==> config.mk <==
export PLATFORM = sky130hd
export DESIGN_NAME = sorted_priority_queue_unit
export DESIGN_NICKNAME = d
export VERILOG_FILES = /design/src/spq_pkg.sv /design/src/spq_datapath.sv /design/src/spq_controller.sv /design/src/sorted_priority_queue_unit.sv
export SDC_FILE = /design/constraint.sdc
export NUM_CORES = 1
export LEC_CHECK = 0
export CAP_MARGIN = 20
export CELL_PAD_IN_SITES_DETAIL_PLACEMENT = 1
export CELL_PAD_IN_SITES_GLOBAL_PLACEMENT = 1
export CORE_UTILIZATION = 50
export CTS_BUF_LIST = sky130_fd_sc_hd__clkbuf_8 sky130_fd_sc_hd__clkbuf_16
export DETAILED_ROUTE_END_ITERATION = 7
export DONT_BUFFER_PORTS = 1
export PLACE_DENSITY_LB_ADDON = 0.1
export SYNTH_ARGS = -nofsm -noshare
export SYNTH_HDL_FRONTEND = slang
export SYNTH_HIERARCHICAL = 1
export SYNTH_SLANG_ARGS = --single-unit
==> constraint.sdc <==
create_clock -name clk -period 4.2 [get_ports clk]
set_input_delay 0.84 -clock clk [delete_from_list [all_inputs] [get_ports clk]]
set_output_delay 0.84 -clock clk [all_outputs]
set_load 0.02 [all_outputs]
==> src/spq_pkg.sv <==
// ----------------------------------------------------------------------------
// Sorted priority queue: package
// Transfer types, status codes and controller/datapath interface structs.
// ----------------------------------------------------------------------------
`default_nettype none

package spq_pkg;

  localparam logic OP_PUSH = 1'b0;
  localparam logic OP_POP  = 1'b1;

  localparam logic [1:0] ST_OK    = 2'd0;
  localparam logic [1:0] ST_FULL  = 2'd1;
  localparam logic [1:0] ST_EMPTY = 2'd2;

  typedef struct packed {
    logic               op;
    logic signed [15:0] job_priority;
    logic        [15:0] job_payload;
  } spq_in_t;

  typedef struct packed {
    logic        [1:0]  status;
    logic signed [15:0] popped_priority;
    logic        [15:0] popped_payload;
    logic        [4:0]  occupancy;
  } spq_out_t;

  // Commands from controller to datapath
  typedef struct packed {
    logic       load_job;    // latch request, preset result
    logic [1:0] res_status;  // status preset on load_job
    logic       rd_head;     // read at head instead of slot below pointer
    logic       wr_en;       // write at pointer
    logic       wr_new;      // write the new job instead of the shifted entry
    logic       ptr_dec;     // step pointer toward head
    logic       push_commit; // grow queue by one
    logic       pop_commit;  // capture head, shrink queue by one
    logic       load_out;    // load output register
  } spq_cmd_t;

  // Status from datapath to controller
  typedef struct packed {
    logic full;
    logic empty;
    logic at_head;  // pointer reached head slot
    logic higher;   // read entry outranks the new job
  } spq_sts_t;

endpackage

`default_nettype wire

==> src/spq_datapath.sv <==
// ----------------------------------------------------------------------------
// Sorted priority queue: datapath
// Circular entry memory with head/tail pointers, insertion pointer and
// result/output registers.
// ----------------------------------------------------------------------------
`default_nettype none

module spq_datapath
  import spq_pkg::*;
#(
  parameter int QUEUE_DEPTH  = 16,
  parameter int PAYLOAD_BITS = 16
) (
  input  wire logic     clk,
  input  wire logic     rst,
  input  wire spq_in_t  in_item,
  input  wire spq_cmd_t cmd,
  output spq_sts_t      sts,
  output spq_out_t      out_item
);

  localparam int IDX_W      = $clog2(QUEUE_DEPTH);
  localparam int CNT_W      = $clog2(QUEUE_DEPTH + 1);
  localparam int STORE_BITS = (PAYLOAD_BITS < 16) ? PAYLOAD_BITS : 16;
  localparam int ENTRY_W    = 16 + STORE_BITS;

  logic [ENTRY_W-1:0] mem [QUEUE_DEPTH];
  logic [ENTRY_W-1:0] rdata;
  logic [ENTRY_W-1:0] wr_data;
  logic [IDX_W-1:0]   rd_addr;

  logic [IDX_W-1:0] head;
  logic [IDX_W-1:0] tail;
  logic [IDX_W-1:0] ptr;
  logic [IDX_W-1:0] ptr_below;
  logic [IDX_W-1:0] head_inc;
  logic [IDX_W-1:0] tail_inc;
  logic [CNT_W-1:0] count;

  spq_in_t            job;
  logic [1:0]         res_status;
  logic signed [15:0] res_pri;
  logic [15:0]        res_pay;

  logic signed [15:0] rd_pri;

  assign ptr_below = (ptr == '0) ? IDX_W'(QUEUE_DEPTH - 1) : ptr - 1'b1;
  assign head_inc  = (head == IDX_W'(QUEUE_DEPTH - 1)) ? '0 : head + 1'b1;
  assign tail_inc  = (tail == IDX_W'(QUEUE_DEPTH - 1)) ? '0 : tail + 1'b1;

  assign rd_addr = cmd.rd_head ? head : ptr_below;
  assign rd_pri  = $signed(rdata[ENTRY_W-1 -: 16]);
  assign wr_data = cmd.wr_new ? {job.job_priority, job.job_payload[STORE_BITS-1:0]} : rdata;

  assign sts.full    = (count == CNT_W'(QUEUE_DEPTH));
  assign sts.empty   = (count == '0);
  assign sts.at_head = (ptr == head);
  assign sts.higher  = (rd_pri > job.job_priority);

  // Entry memory: one write, one registered read per cycle
  always_ff @(posedge clk) begin
    if (cmd.wr_en) begin
      mem[ptr] <= wr_data;
    end
    rdata <= mem[rd_addr];
  end

  always_ff @(posedge clk) begin
    if (rst) begin
      head  <= '0;
      tail  <= '0;
      count <= '0;
    end else begin
      if (cmd.push_commit) begin
        tail  <= tail_inc;
        count <= count + 1'b1;
      end else if (cmd.pop_commit) begin
        head  <= head_inc;
        count <= count - 1'b1;
      end
    end
  end

  always_ff @(posedge clk) begin
    if (cmd.load_job) begin
      job        <= in_item;
      ptr        <= tail;
      res_status <= cmd.res_status;
      res_pri    <= '0;
      res_pay    <= '0;
    end else begin
      if (cmd.ptr_dec) begin
        ptr <= ptr_below;
      end
      if (cmd.pop_commit) begin
        res_pri <= rd_pri;
        res_pay <= 16'(rdata[STORE_BITS-1:0]);
      end
    end
    if (cmd.load_out) begin
      out_item.status          <= res_status;
      out_item.popped_priority <= res_pri;
      out_item.popped_payload  <= res_pay;
      out_item.occupancy       <= 5'(count);
    end
  end

endmodule

`default_nettype wire

==> src/spq_controller.sv <==
// ----------------------------------------------------------------------------
// Sorted priority queue: controller
// Sequences push insertion scan, pop and result hand-off.
// ----------------------------------------------------------------------------
`default_nettype none

module spq_controller
  import spq_pkg::*;
(
  input  wire logic     clk,
  input  wire logic     rst,
  input  wire logic     in_valid,
  input  wire logic     in_op,
  output logic          in_ready,
  output logic          out_valid,
  input  wire logic     out_ready,
  input  wire spq_sts_t sts,
  output spq_cmd_t      cmd
);

  localparam logic [2:0] S_IDLE     = 3'd0;
  localparam logic [2:0] S_PUSH_RD  = 3'd1;
  localparam logic [2:0] S_PUSH_CMP = 3'd2;
  localparam logic [2:0] S_POP_RD   = 3'd3;
  localparam logic [2:0] S_POP_CAP  = 3'd4;
  localparam logic [2:0] S_DONE     = 3'd5;

  logic [2:0] state;
  logic [2:0] state_next;
  logic       out_valid_next;
  logic       out_free;

  assign out_free = !out_valid || out_ready;
  assign in_ready = (state == S_IDLE);

  always_comb begin
    cmd            = '0;
    state_next     = state;
    out_valid_next = out_valid && !out_ready;
    unique case (state)
      S_IDLE: begin
        if (in_valid) begin
          cmd.load_job = 1'b1;
          if (in_op == OP_PUSH) begin
            if (sts.full) begin
              cmd.res_status = ST_FULL;
              state_next     = S_DONE;
            end else begin
              cmd.res_status = ST_OK;
              state_next     = S_PUSH_RD;
            end
          end else begin
            if (sts.empty) begin
              cmd.res_status = ST_EMPTY;
              state_next     = S_DONE;
            end else begin
              cmd.res_status = ST_OK;
              state_next     = S_POP_RD;
            end
          end
        end
      end
      S_PUSH_RD: begin
        if (sts.at_head) begin
          cmd.wr_en       = 1'b1;
          cmd.wr_new      = 1'b1;
          cmd.push_commit = 1'b1;
          state_next      = S_DONE;
        end else begin
          state_next = S_PUSH_CMP;
        end
      end
      S_PUSH_CMP: begin
        cmd.wr_en = 1'b1;
        if (sts.higher) begin
          cmd.wr_new      = 1'b1;
          cmd.push_commit = 1'b1;
          state_next      = S_DONE;
        end else begin
          cmd.ptr_dec = 1'b1;
          state_next  = S_PUSH_RD;
        end
      end
      S_POP_RD: begin
        cmd.rd_head = 1'b1;
        state_next  = S_POP_CAP;
      end
      S_POP_CAP: begin
        cmd.pop_commit = 1'b1;
        state_next     = S_DONE;
      end
      S_DONE: begin
        if (out_free) begin
          cmd.load_out   = 1'b1;
          out_valid_next = 1'b1;
          state_next     = S_IDLE;
        end
      end
      default: begin
        state_next = S_IDLE;
      end
    endcase
  end

  always_ff @(posedge clk) begin
    if (rst) begin
      state     <= S_IDLE;
      out_valid <= 1'b0;
    end else begin
      state     <= state_next;
      out_valid <= out_valid_next;
    end
  end

endmodule

`default_nettype wire

==> src/sorted_priority_queue_unit.sv <==
// Sequencing: a pop reads the head slot (S_POP_RD), captures it (S_POP_CAP),
//   then loads the result (S_DONE); a push runs a tail-to-head insertion scan
//   that reads (S_PUSH_RD) and moves back (S_PUSH_CMP) each entry that does
//   not outrank the job, until the job lands or reaches the head; a rejected
//   push or empty pop goes straight to S_DONE, where the result waits out a stall.
// Flow: one operation at a time, next transfer in the cycle after the result loads.
// ----------------------------------------------------------------------------
// Sorted priority queue unit
// Bounded job queue kept in descending priority order; pop returns the head.
// Reset: synchronous, active high; empties the queue, entry RAM not cleared.
// ----------------------------------------------------------------------------
`default_nettype none

module sorted_priority_queue_unit
  import spq_pkg::*;
#(
  parameter int QUEUE_DEPTH  = 16,
  parameter int PAYLOAD_BITS = 16
) (
  input  wire logic    clk,
  input  wire logic    rst,
  input  wire logic    in_valid,
  output logic         in_ready,
  input  wire spq_in_t in_item,
  output logic         out_valid,
  input  wire logic    out_ready,
  output spq_out_t     out_item
);

  // Entries live in a circular RAM between head and tail pointers. A pop
  // reads the head slot and advances head. A push walks from the tail toward
  // the head: each entry that does not outrank the new job moves one slot
  // back, and the new job drops into the gap, ahead of equal priorities.
  // Results sit in an output register, so a new transfer is taken while the
  // previous result still waits.

  spq_cmd_t cmd;
  spq_sts_t sts;

  spq_controller u_ctrl (
    .clk       (clk),
    .rst       (rst),
    .in_valid  (in_valid),
    .in_op     (in_item.op),
    .in_ready  (in_ready),
    .out_valid (out_valid),
    .out_ready (out_ready),
    .sts       (sts),
    .cmd       (cmd)
  );

  spq_datapath #(
    .QUEUE_DEPTH  (QUEUE_DEPTH),
    .PAYLOAD_BITS (PAYLOAD_BITS)
  ) u_dp (
    .clk      (clk),
    .rst      (rst),
    .in_item  (in_item),
    .cmd      (cmd),
    .sts      (sts),
    .out_item (out_item)
  );

endmodule

`default_nettype wire

==> metrics.txt, run 1 <==
Setup Total Neg Slack 0 ps; post-synth top area cell edfxtp_1; Final Hold Fails 0; DRT iter0 DRCs between 1k and 1.5k; crit-path max FO 4; fin crit share 91.8%; num ports 78; Rows 82; Top FF cell, synth edfxtp_1; final slew viol count 0; syn_nets between 1k and 1.5k; Worst-Skew Late Latency about 600 ps; TritonCTS clock tree built; Tmin final 3860 ps; Power Dens Cells between 800 and 900 mW/mm^2; CTS Buf Count 70; Mapped Cells around 1.3k; Setup violations, final 0; crit-path leading delay family compound AO/OA/AOI/OAI gates; Synth-to-Final Area Change 13.3%; CP peak stage delay roughly 630 ps; top-area cell type share of the netlist area between 60% and 70%; CTS Buffer Depth 3; YS warnings 6; first-pass GRT wire length about 87000 um; port bufs 0; Placer Congestion a little over 0.7; Die Y between 200 and 250 um; Initial Util approximately half; Detail Route Antenna Nets 0; largest net degree at the start of global routing 58; Worst setup EP type register; most common cell in the netlist edfxtp_1; Max-Cap Viols 0; Worst R2R End u_dp/count[4]; WL/cell about 29 um; R2R cell count 17; total congestion overflow 0; via count around 12k; Die ar. between 0.05 and 0.06 sq mm; unrepaired setup endpoints after global routing false; hold_buf cts 0; Critical Path Source Type register; total iterations of the first detailed-routing run 5; clock sink count 670; Max stage delay cell, worst path a2111oi_1; Slew @ Worst Pin 884 ps; Crit path required time 4690 ps; Yosys reg bits between 600 and 700; Min-Delay Startpoint rst; Avg Cell Area, Syn 20.0 sq um; antenna cell count 0; Buf+Inv Stages, Crit Path 4; Seq/Total Area, Yosys 75.9%; Leak between 0.009 and 0.01 uW; vias in the first global route 13.0k; Die W about 230 um; VDD IR-drop max 0.000497 V; final WL slightly below 60000 um; Post-route DRC 0; FF-to-FF Start u_dp/job[31]; antenna violations before repair 3; net count reported at finish between 1k and 1.5k; synth top area cells edfxtp_1 (70%), mux4_2 (11%), dfxtp_1 (6.4%); crit path DAT around 4400 ps; hold crit path type in2reg; Core Area 0.0502 sq mm; total power around 23000 uW; Netlist cell types between 50 and 60; Global Route Usage Sum about a quarter; Fin Clk Skew 22.2 ps; Cell Area, Synth ~0.025 sq mm; worst hold endpoint u_dp/count[1]; R2R setup slack ~340 ps; hold depth 1; Clk pin slew, worst setup/hold paths 60 ps; Post-synth EDFFs between 500 and 600; kind of critical path reg2reg; share of cells above drive strength 1 23.8%; CTS HTree Levels 3; fmax between 200 and 300 MHz; top cells by count, synth edfxtp_1 (589), mux4_2 (128), dfxtp_1 (81); status completed; post-detailed-route via-to-cell ratio slightly below 6; CTS root buf clkbuf_16; critical-path cell list inv_1, ha_1, nand4_1, a2111oi_1, nor4_1, a211oi_1, buf_4, nand3b_1, a21o_1, inv_2, inv_1, fa_1, a21o_1, a21oi_1, mux2i_1, xnor2_1, nor2_1; dpl hpwl 32900 um; Post-synth ARST share 0%; Slew headroom between 40 and 50%
stage by stage:
stage               hold slack, ps  utilization [%]  worst slack [ps]  instance area [sq um]  cells
floorplan                      400                -              -173                  25400   1271
global placement               417             53.1               415                  26600   1927
detailed placement             418             53.1               285                  26600   1927
CTS                            276             57.5               274                  28800   2054
global route                   296             57.5              54.4                  28800   2054
finish                         304             57.5               344                  28800   2054
worst max-delay path by stage:
stage,startpoint,endpoint,slack [ps],depth (start not counted)
finish,u_dp/job[31],u_dp/count[4],340,17
global placement,u_dp/job[17],u_dp/count[4],410,18
floorplan,u_dp/ptr[3],u_dp/mem[5][0],-170,8
detailed placement,u_dp/job[17],u_dp/count[4],280,18
CTS,u_dp/job[17],u_dp/count[4],270,18
global route,u_dp/job[17],u_dp/count[4],50,18
cell type report:
class	count	area [sq um]
Fill cell	4252	21300
Tap cell	672	841
Clock inverter	51	328
Timing Repair Buffer	45	588
Clock buffer	76	1880
Multi-Input combinational cell	514	5790
Inverter	26	98.8
Sequential cell	670	19300
metal layers:
layer / global-route usage [%] / vias to the layer above / routed length [um]
met2: 40.5 / 332 / 30100
met3: 4.05 / 103 / 3020
met1: 31.9 / 6483 / 25100
li1: - / 5263 / -
met5: 0 / - / 40
met4: 8.16 / 6 / 1480
flip-flops by register name, summed over array words and instances (netlist names), 5 cells and up:
name / flops
u_dp/res_pay: 16
u_dp/count: 5
u_dp/rdata: 32
u_dp/mem: 512
u_dp/res_pri: 16
u_dp/out_item: 39
u_dp/job: 32
power by group:
group | internal (uW) | leakage [uW] | total, uW | switching (uW)
Clock | 3450 | 0.00119 | 5940 | 2490
Sequential | 9060 | 0.00602 | 9530 | 472
Combinational | 3230 | 0.00236 | 7840 | 4610
Total | 15700 | 0.00957 | 23300 | 7560
timing repair:
item | 4_1_cts | 5_1_grt
gates resized for setup | 0 | 1
setup buffers | 0 | 0
endpoints found under the setup margin | 0 | 1
logic make-up (layout without fill, tap and decap cells):
kind of cell | after synthesis | in the layout | synth area share (%)
fa+ha+maj | 27 | 27 | 1.36
buf+inv | 87 | 198 | 1.72
xor+xnor | 10 | 10 | 0.344
simple gates | 163 | 163 | 3.17
flops | 670 | 670 | 75.9
compound gates | 118 | 118 | 3.33
mux | 196 | 196 | 14.2
cell usage in the layout, fill, tap and decap left out, types with 8 or more instances in the layout:
master and count:
a21oi_1 15, a22oi_1 64, buf_12 20, buf_4 25, clkbuf_16 74, clkinv_1 10
clkinv_2 8, dfxtp_1 81, edfxtp_1 589, ha_1 26, inv_1 51, mux2_2 32
mux2i_1 35, mux4_2 128, nand2_1 49, nor2_1 51
worst reg2reg max path, cell delays in order, from the launching register on:
cell,delay (ps)
edfxtp_1,350
inv_1,50
ha_1,300
nand4_1,220
a2111oi_1,630
nor4_1,120
a211oi_1,210
buf_4,180
nand3b_1,70
a21o_1,220
inv_2,80
inv_1,90
fa_1,460
a21o_1,190
a21oi_1,170
mux2i_1,230
xnor2_1,130
nor2_1,50
No activity file was read; power rests on OpenSTA's default activity.
==> run 2: changes to the inputs <==
--- a/config.mk
+++ b/config.mk
@@ -10,9 +10,11 @@
 export CELL_PAD_IN_SITES_GLOBAL_PLACEMENT = 1
 export CORE_UTILIZATION = 50
 export CTS_BUF_LIST = sky130_fd_sc_hd__clkbuf_8 sky130_fd_sc_hd__clkbuf_16
+export CTS_CLUSTER_DIAMETER = 50
 export DETAILED_ROUTE_END_ITERATION = 7
 export DONT_BUFFER_PORTS = 1
 export PLACE_DENSITY_LB_ADDON = 0.1
+export REMOVE_ABC_BUFFERS = 1
 export SYNTH_ARGS = -nofsm -noshare
 export SYNTH_HDL_FRONTEND = slang
 export SYNTH_HIERARCHICAL = 1
==> metrics.txt, run 2 (synthesized netlist as in run 1, its figures left out) <==
commonest non-fill, non-tap cell in the layout edfxtp_1; pre-CTS setup slack 183 ps (-102 ps); Critical Path Source Type register; Max-Cap Viols 0 (unchanged); crit-path max FO 40 (+36); Global Route Usage Sum 24.4% (+0.38 points); Final Hold Fails 0 (unchanged); VDD IR-drop max 0.000852 V (+72%); Die Y 228 um (unchanged); via count 12.3k (+1.2%); total iterations of the first detailed-routing run 5 (unchanged); hold crit path type in2reg; Slew @ Worst Pin 909 ps (+25.6 ps); fin util 57.8% (+0.38 points); post-detailed-route via-to-cell ratio 6.00 (+1.1%); final slew viol count 0 (unchanged); Hold WS 307 ps (+2.73 ps); R2R setup slack 260 ps (-80 ps); fin crit share 93.8% (+2.0 points); Power Dens Cells 826 mW/mm^2 (+2.1%); WL/cell 29.8 um (+2.5%); FF-to-FF Start u_dp/job[25]; total congestion overflow 0 (unchanged); Clk pin slew, worst setup/hold paths 60 ps (about the same); Core Area 0.0502 sq mm (unchanged); fmax 254 MHz (-2.1%); net count reported at finish 1387 (-0.29%); num ports 78 (unchanged); unrepaired setup endpoints after global routing false; Internal Pwr Total 16300 uW (+3.5%); crit path DAT 4230 ps (-120 ps); Detail Route Antenna Nets 0 (unchanged); port bufs 0 (unchanged); Filler Cells Inserted 4225 (-0.63%); share of cells above drive strength 1 25.0% (+1.2 points); Regs by FF count u_dp/mem x512, u_dp/out_item x39; worst hold endpoint u_dp/head[3]; Final Cell Area 0.0290 sq mm (+0.66%); most frequent cells in the layout edfxtp_1 (589), mux4_2 (128), dfxtp_1 (81); largest net degree at the start of global routing 111 (+91%); dpl hpwl 32400 um (-1.6%); Comb power frac 32.7% (-0.9 points); total power 24000 uW (+2.8%); kind of critical path reg2reg; hold_buf cts 0 (unchanged); status completed; CTS Buffer Depth 3 (unchanged); most flop-heavy register u_dp/mem; Min-Delay Startpoint rst; Post-DP Area 0.0265 sq mm (-0.43%); Worst setup EP type register; sequential power share 39.9% (-1.0 points); Initial Util 50.7% (unchanged); Post-route DRC 0 (unchanged); Setup violations, final 0 (unchanged); final worst setup slack 260 ps (-83.9 ps); Worst R2R End u_dp/mem[15][11]; switching power share of the total 32.0% (-0.47 points); clock power share 27.4% (+1.9 points); max FFs per register 512 (unchanged); DRT iter0 DRCs 1154 (+7.1%); Synth-to-Final Area Change 14.1%; Rows 82 (unchanged); Die W 228 um (unchanged); Leak 0.00962 uW (+0.59%); CTS Buf Count 72 (+2.9%); vias in the first global route 13.1k (+0.48%); final WL 61200 um (+2.5%); TritonCTS clock tree built; Switching Power 7660 uW (+1.3%); Die ar. 0.0518 sq mm (unchanged); Crit path required time 4490 ps (-200 ps); Worst-Skew Late Latency 600 ps (about the same); R2R cell count 11 (-6); Fin Clk Skew 23.3 ps (+1.13 ps); Slew headroom 39.4% (-1.6 points); CTS root buf clkbuf_16; clock sink count 670 (unchanged); first-pass GRT wire length 87900 um (+0.65%); antenna violations before repair 3 (unchanged); Tmin final 3940 ps (+83.9 ps); CTS HTree Levels 3 (unchanged); hold depth 1 (unchanged); Placer Congestion 0.788 (+8.7%)
[run 2: worst max-delay path, stage by stage (launching register included)]
cell and delay [ps]:
edfxtp_1 340, inv_1 50, ha_1 310, nand4_1 290, a2111oi_1 540, nor4_1 110
a211oi_1 340, nand3b_1 130, a21o_1 230, inv_2 70, buf_4 640, mux2_2 540
[run 2: power by group through the flow]
stage	combinational [uW]	sequential, uW	clock, uW
floorplan	3980	9470	0
global placement	7760	9670	0
detailed placement	7890	9690	0
CTS	7940	9560	6670
global route	8460	9630	6910
finish	7840	9560	6560
[run 2: layout make-up]
| cell class | count | area (sq um) | share of cell area, % |
|---|---|---|---|
| clock buffer | 85 | 2040 | 7.02 |
| tap | 672 | 841 | 2.90 |
| clock inverter | 48 | 472 | 1.63 |
| timing repair buffer | 39 | 468 | 1.61 |
| antenna | 1 | 2.50 | 0.00862 |
| sequential | 670 | 19300 | 66.5 |
| inverter | 26 | 98.8 | 0.341 |
| multi-input combinational | 514 | 5790 | 20.0 |
[run 2: worst max path at each step]
| stage | end | from | depth (start not counted) |
|---|---|---|---|
| 3_5_place_dp | u_dp/count[4] | u_dp/job[27] | 16 |
| 3_3_place_gp | u_dp/count[4] | u_dp/job[27] | 17 |
| 4_1_cts | u_dp/count[4] | u_dp/job[25] | 16 |
| 2_1_floorplan | u_dp/rdata[0] | u_dp/ptr[0] | 7 |
| 5_1_grt | u_dp/count[4] | u_dp/job[27] | 16 |
| 6_report | u_dp/mem[15][11] | u_dp/job[25] | 11 |
[run 2: metrics by stage]
step | setup TNS, ps | cells
after global routing | 0 | 2054
after CTS | 0 | 2054
final | 0 | 2055
after detailed placement | 0 | 1921
after floorplan | -304330 | 1210
after global placement | 0 | 1921
[run 2: layer usage]
layer / wire length [um] / GRT usage (%) / share of wire [%]
met5: 0 / 0 / 0
met4: 1830 / 9.63 / 3.0
met3: 3060 / 3.95 / 5.0
met2: 30100 / 39.7 / 49
met1: 26200 / 33.3 / 43
[run 2: timing repair]
item | in CTS | in global routing
setup endpoints to repair | 0 | 1
setup buffers | 0 | 0
gates resized for setup | 0 | 1
